$ cat src/sv/csul_pkg.sv
// Package for the cluster power-state judge.
// Holds state codes, root-cluster codes, register indexes, field widths and shared types.
// Used by csul_cfg, csul_judge and cluster_state_by_user_limit.
`timescale 1ns / 1ps

package csul_pkg;

    localparam int STATE_W   = 3;
    localparam int CORE_W    = 5;
    localparam int CORES_W   = 4;
    localparam int FREQ_W    = 22;
    localparam int ROOT_W    = 2;
    localparam int PADDR_W   = 5;
    localparam int PDATA_W   = 32;
    localparam int REG_IDX_W = 3;

    // Core limit value that marks a maximum as unset (-1).
    localparam logic [CORE_W-1:0] CORE_UNSET = '1;

    typedef enum logic [STATE_W-1:0] {
        ST_LL_ONLY = 3'd0,
        ST_L_ONLY  = 3'd1,
        ST_4LL_L   = 3'd2,
        ST_4L_LL   = 3'd3,
        ST_NONE    = 3'd4
    } state_t;

    localparam logic [ROOT_W-1:0] ROOT_NONE = 2'd0;
    localparam logic [ROOT_W-1:0] ROOT_LL   = 2'd1;
    localparam logic [ROOT_W-1:0] ROOT_L    = 2'd2;
    localparam logic [ROOT_W-1:0] ROOT_BIG  = 2'd3;

    localparam logic [REG_IDX_W-1:0] REG_ANCHOR      = 3'd0;
    localparam logic [REG_IDX_W-1:0] REG_LL_CORES    = 3'd1;
    localparam logic [REG_IDX_W-1:0] REG_L_CORES     = 3'd2;
    localparam logic [REG_IDX_W-1:0] REG_LL_DEF_FMIN = 3'd3;
    localparam logic [REG_IDX_W-1:0] REG_L_DEF_FMAX  = 3'd4;

    localparam logic [ROOT_W-1:0]  ROOT_RESET     = ROOT_NONE;
    localparam logic [CORES_W-1:0] CORES_RESET    = 4'd4;
    localparam logic [FREQ_W-1:0]  FREQ_DEF_RESET = '0;

    typedef struct packed {
        logic [ROOT_W-1:0]  anchor_cluster;
        logic [CORES_W-1:0] ll_cluster_cores;
        logic [CORES_W-1:0] l_cluster_cores;
        logic [FREQ_W-1:0]  ll_default_min_freq;
        logic [FREQ_W-1:0]  l_default_max_freq;
    } cfg_t;

    typedef struct packed {
        logic [STATE_W-1:0] current_state;
        logic [CORE_W-1:0]  ll_min_cores;
        logic [CORE_W-1:0]  ll_max_cores;
        logic [CORE_W-1:0]  l_min_cores;
        logic [CORE_W-1:0]  l_max_cores;
        logic [CORE_W-1:0]  big_core_min;
        logic [CORE_W-1:0]  big_core_max;
        logic [FREQ_W-1:0]  ll_floor_khz;
        logic               ll_freq_unset;
        logic [FREQ_W-1:0]  l_ceil_khz;
        logic               l_freq_unset;
    } item_t;

endpackage

$ cat src/sv/csul_cfg.sv
// Configuration registers of the cluster power-state judge, behind an APB-style port.
// Depends on csul_pkg for register indexes, widths and the cfg_t bundle.
`timescale 1ns / 1ps

module csul_cfg
    import csul_pkg::*;
(
    input  logic               clk,
    input  logic               rst_n,
    input  logic               psel,
    input  logic               penable,
    input  logic               pwrite,
    input  logic [PADDR_W-1:0] paddr,
    input  logic [PDATA_W-1:0] pwdata,
    output logic [PDATA_W-1:0] prdata,
    output logic               pready,
    output cfg_t               cfg
);

    logic [ROOT_W-1:0]    root_reg;
    logic [CORES_W-1:0]   ll_cores_reg;
    logic [CORES_W-1:0]   l_cores_reg;
    logic [FREQ_W-1:0]    ll_def_fmin_reg;
    logic [FREQ_W-1:0]    l_def_fmax_reg;
    logic [REG_IDX_W-1:0] reg_idx;
    logic                 wr_en;

    assign pready  = 1'b1;
    assign reg_idx = paddr[PADDR_W-1:2];
    assign wr_en   = psel && penable && pwrite && pready;

    always_ff @(posedge clk or negedge rst_n)
    begin
        if (!rst_n)
        begin
            root_reg        <= ROOT_RESET;
            ll_cores_reg    <= CORES_RESET;
            l_cores_reg     <= CORES_RESET;
            ll_def_fmin_reg <= FREQ_DEF_RESET;
            l_def_fmax_reg  <= FREQ_DEF_RESET;
        end
        else if (wr_en)
        begin
            unique case (reg_idx)
                REG_ANCHOR:       root_reg        <= pwdata[ROOT_W-1:0];
                REG_LL_CORES:     ll_cores_reg    <= pwdata[CORES_W-1:0];
                REG_L_CORES:      l_cores_reg     <= pwdata[CORES_W-1:0];
                REG_LL_DEF_FMIN:  ll_def_fmin_reg <= pwdata[FREQ_W-1:0];
                REG_L_DEF_FMAX:   l_def_fmax_reg  <= pwdata[FREQ_W-1:0];
                default:          ;
            endcase
        end
    end

    always_comb
    begin
        prdata = '0;
        unique case (reg_idx)
            REG_ANCHOR:       prdata = {{(PDATA_W-ROOT_W){1'b0}}, root_reg};
            REG_LL_CORES:     prdata = {{(PDATA_W-CORES_W){1'b0}}, ll_cores_reg};
            REG_L_CORES:      prdata = {{(PDATA_W-CORES_W){1'b0}}, l_cores_reg};
            REG_LL_DEF_FMIN:  prdata = {{(PDATA_W-FREQ_W){1'b0}}, ll_def_fmin_reg};
            REG_L_DEF_FMAX:   prdata = {{(PDATA_W-FREQ_W){1'b0}}, l_def_fmax_reg};
            default:          prdata = '0;
        endcase
    end

    assign cfg.anchor_cluster      = root_reg;
    assign cfg.ll_cluster_cores    = ll_cores_reg;
    assign cfg.l_cluster_cores     = l_cores_reg;
    assign cfg.ll_default_min_freq = ll_def_fmin_reg;
    assign cfg.l_default_max_freq  = l_def_fmax_reg;

endmodule

$ cat src/sv/csul_judge.sv
// Decision logic of the cluster power-state judge: rule tree and root-cluster remap.
// Purely combinational; depends on csul_pkg for state codes, cfg_t and item_t.
`timescale 1ns / 1ps

module csul_judge
    import csul_pkg::*;
(
    input  item_t  item,
    input  cfg_t   cfg,
    output state_t target_state
);

    // One extra bit keeps the sum and the zero-extended core counts in range.
    logic signed [CORE_W:0] ll_min;
    logic signed [CORE_W:0] l_min;
    logic signed [CORE_W:0] b_min;
    logic signed [CORE_W:0] b_max;
    logic signed [CORE_W:0] ll_max;
    logic signed [CORE_W:0] l_max;
    logic signed [CORE_W:0] min_sum;
    logic [FREQ_W-1:0]      ll_fmin;
    logic [FREQ_W-1:0]      l_fmax;
    logic                   freq_ok;
    logic                   ll_off;
    logic                   l_off;
    logic                   l_wanted_alone;
    state_t                 rule_state;

    assign ll_min = $signed({item.ll_min_cores[CORE_W-1], item.ll_min_cores});
    assign l_min  = $signed({item.l_min_cores[CORE_W-1], item.l_min_cores});
    assign b_min  = $signed({item.big_core_min[CORE_W-1], item.big_core_min});
    assign b_max  = $signed({item.big_core_max[CORE_W-1], item.big_core_max});

    // Fall back to the cluster size when a maximum is unset.
    assign ll_max = (item.ll_max_cores == CORE_UNSET)
                  ? $signed({{(CORE_W+1-CORES_W){1'b0}}, cfg.ll_cluster_cores})
                  : $signed({item.ll_max_cores[CORE_W-1], item.ll_max_cores});
    assign l_max  = (item.l_max_cores == CORE_UNSET)
                  ? $signed({{(CORE_W+1-CORES_W){1'b0}}, cfg.l_cluster_cores})
                  : $signed({item.l_max_cores[CORE_W-1], item.l_max_cores});

    assign min_sum = ll_min + l_min;

    assign ll_fmin = item.ll_freq_unset ? cfg.ll_default_min_freq : item.ll_floor_khz;
    assign l_fmax  = item.l_freq_unset  ? cfg.l_default_max_freq  : item.l_ceil_khz;
    assign freq_ok = (l_fmax >= ll_fmin);

    assign ll_off         = (ll_max == '0);
    assign l_off          = (l_max == '0);
    assign l_wanted_alone = (ll_min <= 0) && (l_min > 0);

    always_comb
    begin
        rule_state = ST_NONE;
        case (item.current_state)
            ST_LL_ONLY:
            begin
                if (b_min <= 0)
                begin
                    if (ll_off)                                    rule_state = ST_L_ONLY;
                    else if ((l_min <= 0) || l_off)                rule_state = ST_LL_ONLY;
                    else if (cfg.anchor_cluster == ROOT_LL)        rule_state = ST_4LL_L;
                    else if (ll_min <= 0)                          rule_state = ST_L_ONLY;
                    else if ((min_sum <= l_max) && freq_ok)        rule_state = ST_L_ONLY;
                    else                                           rule_state = ST_4LL_L;
                end
                else
                begin
                    if (ll_off && l_off)                           rule_state = ST_NONE;
                    else if (ll_off || l_wanted_alone)             rule_state = ST_4L_LL;
                    else                                           rule_state = ST_4LL_L;
                end
            end
            ST_L_ONLY:
            begin
                if (b_min <= 0)
                begin
                    if (l_off)                                     rule_state = ST_LL_ONLY;
                    else if ((ll_min <= 0) || ll_off)              rule_state = ST_L_ONLY;
                    else if ((l_min == -1) && freq_ok)             rule_state = ST_L_ONLY;
                    else if ((min_sum <= l_max) && freq_ok)        rule_state = ST_L_ONLY;
                    else                                           rule_state = ST_4L_LL;
                end
                else
                begin
                    if (ll_off && l_off)                           rule_state = ST_NONE;
                    else if (l_off)                                rule_state = ST_4LL_L;
                    else                                           rule_state = ST_4L_LL;
                end
            end
            ST_4LL_L:
            begin
                if (b_max == '0)
                begin
                    if (l_off)                                     rule_state = ST_LL_ONLY;
                    else if (ll_off)                               rule_state = ST_L_ONLY;
                    else if (l_wanted_alone)                       rule_state = ST_4L_LL;
                    else                                           rule_state = ST_4LL_L;
                end
                else
                begin
                    if (ll_off && l_off)                           rule_state = ST_NONE;
                    else if (ll_off || l_wanted_alone)             rule_state = ST_4L_LL;
                    else                                           rule_state = ST_4LL_L;
                end
            end
            ST_4L_LL:
            begin
                if (b_max == '0)
                begin
                    if (ll_off)                                    rule_state = ST_L_ONLY;
                    else if (l_off)                                rule_state = ST_LL_ONLY;
                    else                                           rule_state = ST_4L_LL;
                end
                else
                begin
                    if (ll_off && l_off)                           rule_state = ST_NONE;
                    else if (l_off)                                rule_state = ST_4LL_L;
                    else                                           rule_state = ST_4L_LL;
                end
            end
            default: rule_state = ST_NONE;
        endcase
    end

    // Remap so that the fixed root cluster always stays powered.
    always_comb
    begin
        target_state = rule_state;
        if (cfg.anchor_cluster == ROOT_LL)
        begin
            if (rule_state == ST_L_ONLY)      target_state = ST_NONE;
            else if (rule_state == ST_4L_LL)  target_state = ST_4LL_L;
        end
        else if (cfg.anchor_cluster == ROOT_L)
        begin
            if (rule_state == ST_LL_ONLY)     target_state = ST_NONE;
            else if (rule_state == ST_4LL_L)  target_state = ST_4L_LL;
        end
    end

endmodule

$ cat src/sv/cluster_state_by_user_limit.sv
// Cluster power-state judge: input word register, decision logic, result register.
// Depends on csul_pkg, csul_cfg and csul_judge.
//
// Usage:
//   Input channel (in_valid / in_ready) carries one word: the current cluster
//   power state, six signed core limits and two frequency limits with unset
//   flags. Output channel (out_valid / out_ready) returns one target_state word
//   per input word, in order.
//   Path: the accepted word is held in the input register, passes through the
//   rule tree and is captured in the result register, which drives out_valid;
//   a low out_ready can hold it back between the two registers.
//   Throughput: one word per cycle while out_ready stays high.
//   Stall: when out_ready is low the result register holds, the input register
//   fills behind it, and in_ready drops only once both are occupied.
//   Reset: rst_n clears both valid flags and loads the configuration defaults
//   (no root cluster, four cores per cluster, default frequencies 0 kHz).
//   Configuration registers sit on the APB-style port at byte address 4*i; write
//   them only while no word is in flight.
`timescale 1ns / 1ps

module cluster_state_by_user_limit
    import csul_pkg::*;
(
    input  logic               clk,
    input  logic               rst_n,

    input  logic               psel,
    input  logic               penable,
    input  logic               pwrite,
    input  logic [PADDR_W-1:0] paddr,
    input  logic [PDATA_W-1:0] pwdata,
    output logic [PDATA_W-1:0] prdata,
    output logic               pready,

    input  logic               in_valid,
    output logic               in_ready,
    input  logic [STATE_W-1:0] current_state,
    input  logic [CORE_W-1:0]  ll_min_cores,
    input  logic [CORE_W-1:0]  ll_max_cores,
    input  logic [CORE_W-1:0]  l_min_cores,
    input  logic [CORE_W-1:0]  l_max_cores,
    input  logic [CORE_W-1:0]  big_core_min,
    input  logic [CORE_W-1:0]  big_core_max,
    input  logic [FREQ_W-1:0]  ll_floor_khz,
    input  logic               ll_freq_unset,
    input  logic [FREQ_W-1:0]  l_ceil_khz,
    input  logic               l_freq_unset,

    output logic               out_valid,
    input  logic               out_ready,
    output logic [STATE_W-1:0] target_state
);

    cfg_t   cfg;
    item_t  in_item;
    item_t  item_reg;
    logic   item_valid_reg;
    state_t judged_state;
    state_t result_reg;
    logic   result_valid_reg;
    logic   result_load;
    logic   item_load;

    csul_cfg u_cfg (
        .clk     (clk),
        .rst_n   (rst_n),
        .psel    (psel),
        .penable (penable),
        .pwrite  (pwrite),
        .paddr   (paddr),
        .pwdata  (pwdata),
        .prdata  (prdata),
        .pready  (pready),
        .cfg     (cfg)
    );

    assign in_item.current_state = current_state;
    assign in_item.ll_min_cores  = ll_min_cores;
    assign in_item.ll_max_cores  = ll_max_cores;
    assign in_item.l_min_cores   = l_min_cores;
    assign in_item.l_max_cores   = l_max_cores;
    assign in_item.big_core_min  = big_core_min;
    assign in_item.big_core_max  = big_core_max;
    assign in_item.ll_floor_khz  = ll_floor_khz;
    assign in_item.ll_freq_unset = ll_freq_unset;
    assign in_item.l_ceil_khz    = l_ceil_khz;
    assign in_item.l_freq_unset  = l_freq_unset;

    // Advance a stage when the one after it is empty or being drained.
    assign result_load = !result_valid_reg || out_ready;
    assign in_ready    = !item_valid_reg || result_load;
    assign item_load   = in_valid && in_ready;

    always_ff @(posedge clk or negedge rst_n)
    begin
        if (!rst_n)
        begin
            item_valid_reg   <= 1'b0;
            result_valid_reg <= 1'b0;
        end
        else
        begin
            if (in_ready)
            begin
                item_valid_reg <= in_valid;
            end
            if (result_load)
            begin
                result_valid_reg <= item_valid_reg;
            end
        end
    end

    always_ff @(posedge clk)
    begin
        if (item_load)
        begin
            item_reg <= in_item;
        end
        if (result_load && item_valid_reg)
        begin
            result_reg <= judged_state;
        end
    end

    csul_judge u_judge (
        .item         (item_reg),
        .cfg          (cfg),
        .target_state (judged_state)
    );

    assign out_valid    = result_valid_reg;
    assign target_state = result_reg;

`ifndef SYNTHESIS
    a_accept_fills_stage: assert property (@(posedge clk) disable iff (!rst_n)
        (in_valid && in_ready) |=> item_valid_reg)
        else $error("accepted word did not reach the input register");

    a_stage_drains: assert property (@(posedge clk) disable iff (!rst_n)
        (item_valid_reg && result_load) |=> result_valid_reg)
        else $error("input register word did not move to the result register");

    a_result_code: assert property (@(posedge clk) disable iff (!rst_n)
        out_valid |-> (target_state <= ST_NONE))
        else $error("result carries an undefined state code");

    a_full_blocks_input: assert property (@(posedge clk) disable iff (!rst_n)
        (item_valid_reg && result_valid_reg && !out_ready) |-> !in_ready)
        else $error("input accepted while both stages are held");
`endif

endmodule
$ cat config.mk
export PLATFORM = sky130hd
export DESIGN_NAME = cluster_state_by_user_limit
export DESIGN_NICKNAME = d
export VERILOG_FILES = /design/src/sv/csul_pkg.sv /design/src/sv/csul_cfg.sv /design/src/sv/csul_judge.sv /design/src/sv/cluster_state_by_user_limit.sv
export SDC_FILE = /design/constraint.sdc
export NUM_CORES = 1
export LEC_CHECK = 0
export BUFFER_PORTS_ARGS = -buffer_cell sky130_fd_sc_hd__buf_2
export CAP_MARGIN = 20
export CORE_UTILIZATION = 55
export DETAILED_ROUTE_END_ITERATION = 8
export HOLD_SLACK_MARGIN = 0.06
export PLACE_DENSITY_LB_ADDON = 0.05
export SLEW_MARGIN = 20
export SYNTH_ARGS = -nofsm -noshare
export SYNTH_HDL_FRONTEND = slang
export SYNTH_SLANG_ARGS = --single-unit
$ cat constraint.sdc
create_clock -name clk -period 8.97 [get_ports clk]
set_clock_uncertainty 0.15 [all_clocks]
set_input_delay 1.794 -clock clk [delete_from_list [all_inputs] [get_ports clk]]
set_output_delay 1.794 -clock clk [all_outputs]
set_load 0.03 [all_outputs]
==> results_dict.tcl, run 1 <==
set metrics [dict create \
    dp.cells 798 \
    endpoint_kind "primary output" \
    crit_required_ns 7.03 \
    firstDrtPassIters 4 \
    hp-start "item_valid_reg" \
    antenna_found_initial 2 \
    leakage_nw 3.67 \
    cts_tree "built" \
    worstSetupStartpointType "input pin" \
    port_buffers 137 \
    tritoncts_num_sinks 138 \
    viasPerCell 5.54 \
    syn_avg_cell_area_um2 13.6 \
    grt_start_max_net_pins 80 \
    start_util_pct 56.9 \
    critical_path.max_fanout 15 \
    post-dp-hpwl_mm 10.3 \
    reg2reg_depth 10 \
    fin_crit_sh_pct 59.2 \
    wl_per_cell_um 18.1 \
    core_mm2 0.0121 \
    drc 0 \
    drtIter0Drc 303 \
    track_usage_pct 24.5 \
    synth_edf_count 82 \
    rsz0062_at_grt "false" \
    r2r-end "target_state[0]" \
    clock-root-buffer "clkbuf_16" \
    crit_path_frequent_cell "buf_2" \
    cts_setup_buffers 0 \
    setup_viol 0 \
    die_area_mm2 0.0130 \
    hold_viol 0 \
    r2r_slack_ns 5.38 \
    ctsResizeCount 0 \
    worstReg2RegStart "item_reg[23]" \
    ios 161 \
    overflow 0 \
    fp.dieW_um 114 \
    area_growth_pct 21.0 \
    grt_pass1_vias 4683 \
    drv_cap 0 \
    cts_made_buffers 17 \
    ys_seq_elements 138 \
    irDropWorstVdd_mv 0.193 \
    path_class "input pin to primary output" \
    min_period_ns 5.31 \
    worst_path_max_delay_cell "nor2b_2" \
    max_slew_margin_pct 35.9 \
    synth_ff_type "edfxtp_1" \
    clock_latency_ns 0.41 \
    final_common_cell "buf_2" \
    drive_gt1_share_pct 40.9 \
    largest_reg_flops 79 \
    rows 40 \
    stdcell_count 832 \
    final_cell_mix "buf_2 (137), edfxtp_1 (82), mux2_2 (78), dfrtp_1 (54), ha_1 (33)" \
    ys_seq_area_share_pct 56.1 \
    hold_class "register to register" \
    finalSetupTns_ns 0 \
    yosys_warnings 0 \
    syn_inst 506 \
    via_count 4609 \
    status "completed" \
    powerDensity_mw_per_mm2 217 \
    met3WireLength_um 726 \
    min_path_cells 1 \
    cts.reportedPaths.clkPinSlew_ns 0.05 \
    top_layer_used "met5" \
    worst_pin_slew_ns 0.948 \
    drv_slew 0 \
    grt_pass1_wl_mm 23.5 \
    place_congestion 0.866 \
    wl_met2_mm 7.23 \
    max_stage_delay_ns 0.40 \
    max_freq_mhz 188 \
    synth_cell_types 66 \
    postCtsHoldBufs 0 \
    min_to "out_valid" \
    crit_chain "buf_2 -> nor2b_1 -> nor2b_2 -> buf_4 -> a22o_1 -> buf_2" \
    routed_wirelength_mm 15.1 \
    clockBufferDepth 2 \
    layout.nets 807 \
    crit_arrival_ns 3.36 \
    ant_nets 0 \
    synth_async_sr_flop_share_pct 40.6 \
    h-tree-depth 4 \
    die_h_um 114 \
    met1_length_mm 6.91 \
    syn-cell-area_mm2 0.00689 \
]
per-layer routing:
layer,vias up,track usage [%]
met3,22,7.01
met5,-,0
met2,137,40.2
met1,2243,31.6
li1,2205,-
met4,2,7.97
logic make-up after synthesis:
| logic type | after synthesis | synth area share, % |
|---|---|---|
| AO/OA/AOI/OAI | 88 | 9.72 |
| XOR/XNOR | 3 | 0.382 |
| adder cells (fa/ha/maj) | 35 | 6.43 |
| buffers and inverters | 43 | 3.05 |
| flip-flops | 138 | 56.1 |
| multiplexers | 104 | 16.5 |
| other | 2 | 0.109 |
| AND/OR/NAND/NOR | 93 | 7.65 |
cells in the mapped netlist, drive strengths merged, types with 4 or more instances:
master   n  share of area (%)
clkbuf   9               0.55
a211o    4               0.53
a22o    18                2.3
mux2i   26                3.8
inv     15               0.82
nand2b   6               0.55
mux2    78                 13
o21ai   16                1.2
nor4     5               0.45
a21oi   12               0.87
ha      33                6.0
dfrtp   54                 20
nand3    7               0.51
edfxtp  82                 36
nand4    6               0.55
o211ai   4               0.51
buf     19                1.7
nand4b   4               0.60
a21o     8               0.91
nor3     4               0.29
and2     4               0.36
nand2   18               0.98
nor2    18                1.1
nor2b    4               0.36
worst max-delay path: cells and delay by family:
family                 cells  cell delay [ns]
buffers and inverters      3             0.72
AO/OA/AOI/OAI              1             0.19
AND/OR/NAND/NOR            2             0.64
worst max-delay path by stage:
stage          cells past startpoint  slack [ns]  startpoint    endpoint
2_1_floorplan                      5        3.93    paddr[3]  prdata[11]
3_3_place_gp                       4        3.65    paddr[3]  prdata[15]
3_5_place_dp                       4        3.65    paddr[3]  prdata[21]
4_1_cts                            6        3.67    paddr[4]  prdata[21]
5_1_grt                            6        3.57    paddr[4]  prdata[15]
6_report                           6        3.66    paddr[4]  prdata[20]
through the flow:
| step | area, µm² | setup slack [ns] | total power, mW | util, % | hold slack (ns) |
|---|---|---|---|---|---|
| 3_5_place_dp | 7720 | 3.65 | 1.13 | 63.7 | 0.332 |
| 3_3_place_gp | 7720 | 3.65 | 1.11 | 63.7 | 0.314 |
| 4_1_cts | 8300 | 3.67 | 1.82 | 68.5 | 0.360 |
| 5_1_grt | 8330 | 3.57 | 1.90 | 68.8 | 0.386 |
| 2_1_floorplan | 6920 | 3.93 | 1.03 | - | 0.299 |
| 6_report | 8330 | 3.66 | 1.81 | 68.8 | 0.359 |
power breakdown:
part | switching (mW) | internal [mW]
logic | 0.163 | 0.151
registers | 0.0504 | 0.755
clock network | 0.258 | 0.433
total | 0.472 | 1.34
cell type report:
cell class | instances | area (µm²)
Sequential cell | 138 | 3870
Fill cell | 888 | 3780
Multi-Input combinational cell | 334 | 2860
Timing Repair Buffer | 144 | 758
Clock buffer | 18 | 429
Tap cell | 168 | 210
Clock inverter | 14 | 154
Inverter | 15 | 56.3
Antenna cell | 1 | 2.50
Power figures use the tool's default switching activity.
==> inputs of run 2 (changes only) <==
--- a/config.mk
+++ b/config.mk
@@ -7,7 +7,7 @@
 export LEC_CHECK = 0
 export BUFFER_PORTS_ARGS = -buffer_cell sky130_fd_sc_hd__buf_2
 export CAP_MARGIN = 20
-export CORE_UTILIZATION = 55
+export CORE_UTILIZATION = 54
 export DETAILED_ROUTE_END_ITERATION = 8
 export HOLD_SLACK_MARGIN = 0.06
 export PLACE_DENSITY_LB_ADDON = 0.05
==> constraint.sdc (replaced) <==
create_clock -name clk -period 5.05 [get_ports clk]
set_clock_uncertainty 0.15 [all_clocks]
set_input_delay 1.01 -clock clk [delete_from_list [all_inputs] [get_ports clk]]
set_output_delay 1.01 -clock clk [all_outputs]
set_load 0.03 [all_outputs]
==> results_dict.tcl, run 2 (same netlist as run 1, synthesis figures left out) <==
set metrics [dict create \
    clock-root-buffer "clkbuf_16" \
    ios 161 \
    setup_viol 0 \
    min_path_cells 1 \
    cts_made_buffers 17 \
    min_period_ns 3.89 \
    via_count 4577 \
    cts.reportedPaths.clkPinSlew_ns 0.06 \
    fin_crit_sh_pct 77.0 \
    worstSetupStartpointType "register" \
    final_cell_area_mm2 0.00836 \
    diodes 0 \
    place_congestion 0.856 \
    final_cell_mix "buf_2 (137), edfxtp_1 (82), mux2_2 (78), dfrtp_1 (54), ha_1 (33)" \
    start_util_pct 56.4 \
    drive_gt1_share_pct 41.2 \
    viasPerCell 5.49 \
    ant_nets 0 \
    path_class "register to register" \
    grt_start_max_net_pins 80 \
    finalSetupTns_ns 0 \
    status "completed" \
    endpoint_kind "register" \
    wl_per_cell_um 18.1 \
    r2r-end "target_state[0]" \
    drv_slew 0 \
    area_growth_pct 21.4 \
    drv_cap 0 \
    ctsResizeCount 0 \
    die_area_mm2 0.0132 \
    reg2reg_depth 10 \
    leakage_nw 3.68 \
    min_to "out_valid" \
    cts_setup_buffers 0 \
    h-tree-depth 4 \
    grt_pass1_wl_mm 23.6 \
    powerDensity_mw_per_mm2 393 \
    r2r_slack_ns 1.16 \
    worst_pin_slew_ns 1.11 \
    fp.dieW_um 115 \
    critical_path.max_fanout 14 \
    grt_pass1_vias 4707 \
    clock_latency_ns 0.42 \
    crit_required_ns 5.07 \
    cts_tree "built" \
    tritoncts_num_sinks 138 \
    drc 0 \
    max_freq_mhz 257 \
    rsz0062_at_grt "false" \
    final_common_cell "buf_2" \
    overflow 0 \
    routed_wirelength_mm 15.0 \
    crit_arrival_ns 3.91 \
    layout.nets 809 \
    hold_class "register to register" \
    rows 40 \
    hp-start "item_valid_reg" \
    clockBufferDepth 2 \
    drtIter0Drc 318 \
    worstReg2RegStart "item_reg[0]" \
    placed_area_mm2 0.00774 \
    track_usage_pct 24.1 \
    core_mm2 0.0122 \
    irDropWorstVdd_mv 0.280 \
    postCtsHoldBufs 0 \
    hold_viol 0 \
    max_slew_margin_pct 25.8 \
    largest_reg_flops 79 \
    firstDrtPassIters 4 \
    die_h_um 115 \
    post-dp-hpwl_mm 10.3 \
    port_buffers 137 \
    antenna_found_initial 1 \
]
-- run 2: worst max path at each step --
| stage | from | end | cells past startpoint |
|---|---|---|---|
| after floorplan | out_ready | item_reg[0] | 2 |
| after global placement | item_reg[0] | target_state[0] | 9 |
| after detailed placement | item_reg[0] | target_state[0] | 10 |
| after CTS | item_reg[0] | target_state[0] | 10 |
| after global routing | item_reg[0] | target_state[0] | 10 |
| final | item_reg[0] | target_state[0] | 10 |
-- run 2: metrics by stage --
step	hold slack (ns)	power [mW]	instances	setup WS [ns]	utilization, %
final	0.355	3.28	833	1.16	68.5
after global routing	0.371	3.43	833	1.09	68.5
after floorplan	0.299	1.82	515	1.22	-
after global placement	0.314	1.98	801	1.26	63.4
after detailed placement	0.339	2.00	801	1.21	63.4
after CTS	0.355	3.31	833	1.15	68.5
-- run 2: layout make-up --
type | instances | area (µm²)
Clock buffer | 21 | 450
Clock inverter | 11 | 169
Fill cell | 914 | 3850
Inverter | 15 | 56.3
Multi-Input combinational cell | 334 | 2860
Sequential cell | 138 | 3870
Tap cell | 168 | 210
Timing Repair Buffer | 146 | 753
-- run 2: power by group --
group / leakage, nW / switching (mW) / internal [mW]
clock: 0.291 / 0.462 / 0.838
sequential: 1.49 / 0.0952 / 1.34
combinational: 1.89 / 0.280 / 0.264
total: 3.68 / 0.838 / 2.45
-- run 2: worst max-delay path, cell delays in order (launching register included) --
cell	delay (ns)
edfxtp_1	0.88
buf_4	0.27
mux2_2	0.34
ha_1	0.31
a21oi_1	0.18
o21ai_0	0.12
a221o_1	0.36
a2111oi_0	0.53
nor3_1	0.12
o22ai_1	0.16
a21bo_2	0.24
-- run 2: per-layer routing --
metal  up-vias  GRT usage [%]  share of wire [%]
met4         2           7.01               0.88
li1       2202              -                  -
met1      2209           31.5                 45
met5         -              0              0.066
met2       154           39.1                 48
met3        10           6.96                5.7
==> inputs of run 3 (changes only) <==
--- a/config.mk
+++ b/config.mk
@@ -7,7 +7,7 @@
 export LEC_CHECK = 0
 export BUFFER_PORTS_ARGS = -buffer_cell sky130_fd_sc_hd__buf_2
 export CAP_MARGIN = 20
-export CORE_UTILIZATION = 54
+export CORE_UTILIZATION = 49
 export DETAILED_ROUTE_END_ITERATION = 8
 export HOLD_SLACK_MARGIN = 0.06
 export PLACE_DENSITY_LB_ADDON = 0.05
==> constraint.sdc (replaced) <==
create_clock -name clk -period 3.5 [get_ports clk]
set_clock_uncertainty 0.15 [all_clocks]
set_input_delay 0.7 -clock clk [delete_from_list [all_inputs] [get_ports clk]]
set_output_delay 0.7 -clock clk [all_outputs]
set_load 0.03 [all_outputs]
==> results_dict.tcl, run 3 (same netlist as run 1, synthesis figures left out) <==
set metrics [dict create \
    status "completed" \
    port_buffers 137 \
    rsz0062_at_grt "false" \
    die_area_mm2 0.0145 \
    max_freq_mhz 301 \
    irDropWorstVdd_mv 0.422 \
    layout.nets 816 \
    clock-root-buffer "clkbuf_16" \
    routed_wirelength_mm 15.2 \
    grt_pass1_vias 4769 \
    area_growth_pct 23.4 \
    critical_path.max_fanout 4 \
    fin_ws_ns 0.176 \
    crit_arrival_ns 3.34 \
    drc 0 \
    hold_viol 0 \
    overflow 0 \
    cp-startpoint "item_reg[61]" \
    cts_made_buffers 17 \
    crit_required_ns 3.52 \
    viasPerCell 5.54 \
    wl_per_cell_um 18.0 \
    cts_tree "built" \
    final_cell_mix "buf_2 (137), edfxtp_1 (82), mux2_2 (78), dfrtp_1 (54), ha_1 (33)" \
    powerDensity_mw_per_mm2 560 \
    r2r_slack_ns 0.18 \
    clock_latency_ns 0.42 \
    via_count 4702 \
    ant_nets 0 \
    start_util_pct 51.2 \
    post-dp-hpwl_mm 10.7 \
    endpoint_kind "register" \
    rows 42 \
    cts.reportedPaths.clkPinSlew_ns 0.06 \
    die_h_um 121 \
    fp.dieW_um 121 \
    finalSetupTns_ns 0 \
    worstSetupStartpointType "register" \
    grt_pass1_wl_mm 24.1 \
    largest_reg_flops 79 \
    r2r-end "target_state[2]" \
    tritoncts_num_sinks 138 \
    worstSetupEndpoint "target_state[2]" \
    setup_viol 0 \
    drv_slew 0 \
    worst_pin_slew_ns 0.858 \
    firstDrtPassIters 4 \
    worstReg2RegStart "item_reg[61]" \
    leakage_nw 3.74 \
    antenna_found_initial 2 \
    grt_start_max_net_pins 43 \
    ios 161 \
    place_ws_ns 0.0555 \
    path_class "register to register" \
    drv_cap 0 \
    min_period_ns 3.32 \
    track_usage_pct 22.3 \
    fin_crit_sh_pct 95.0 \
    h-tree-depth 4 \
    core_mm2 0.0135 \
    hold_class "input pin to async pin" \
    final_common_cell "buf_2" \
    place_congestion 0.877 \
    clockBufferDepth 2 \
    max_slew_margin_pct 42.0 \
    drtIter0Drc 266 \
    drive_gt1_share_pct 42.6 \
    reg2reg_depth 15 \
    post-route-util_pct 63.2 \
    fillers 1057 \
]
-- run 3: worst min path at each step --
stage,depth (start not counted),slack [ns],end
2_1_floorplan,0,0.25,item_valid_reg
6_report,1,0.21,out_valid
4_1_cts,1,0.22,u_cfg.l_cores_reg[1]
3_3_place_gp,1,0.31,out_valid
3_5_place_dp,1,0.32,out_valid
5_1_grt,1,0.26,u_cfg.l_cores_reg[1]
-- run 3: power breakdown --
| part | internal, mW | switching [mW] |
|---|---|---|
| logic | 0.393 | 0.412 |
| registers | 1.94 | 0.132 |
| clock network | 1.19 | 0.697 |
-- run 3: cell type report --
class                           count  area [µm²]  share of cell area, %
Inverter                           15        56.3                  0.663
Multi-Input combinational cell    334        2870                   33.8
Timing Repair Buffer              153         856                   10.1
Clock buffer                       17         425                   5.01
Clock inverter                     15         199                   2.34
Tap cell                          176         220                   2.59
Sequential cell                   138        3870                   45.5
Antenna cell                        1        2.50                 0.0295
-- run 3: repair_timing --
item | 4_1_cts | 5_1_grt
hold buffers | 0 | 0
setup buffers | 0 | 3
gates resized for setup | 0 | 4
endpoints found under the setup margin | 0 | 2
-- run 3: layer usage --
layer | wire length, µm | share of wire, % | track usage [%] | up-vias
met1 | 7130 | 47 | 30.9 | 2293
met2 | 6870 | 45 | 33.5 | 156
li1 | - | - | - | 2225
met5 | 15 | 0.098 | 0 | -
met3 | 946 | 6.2 | 5.85 | 26
met4 | 285 | 1.9 | 8.33 | 2
-- run 3: critical path, cell delays in order (launching register included) --
cell	delay, ns
edfxtp_1	0.42
ha_1	0.23
inv_1	0.07
fa_1	0.19
inv_1	0.05
a21o_1	0.16
a21oi_1	0.16
xnor2_1	0.10
ha_1	0.30
nand4_1	0.11
o21bai_1	0.17
a31o_2	0.28
nor4_4	0.24
o21ai_1	0.11
a31oi_2	0.26
o21ai_2	0.08
-- run 3: per-stage QoR --
step	power, mW	hold WS [ns]	std cells	instance area [µm²]
6_report	4.76	0.205	849	8500
3_3_place_gp	2.86	0.313	813	7830
3_5_place_dp	2.89	0.320	813	7830
5_1_grt	4.97	0.258	849	8500
4_1_cts	4.79	0.217	845	8460
2_1_floorplan	2.63	0.254	515	6920
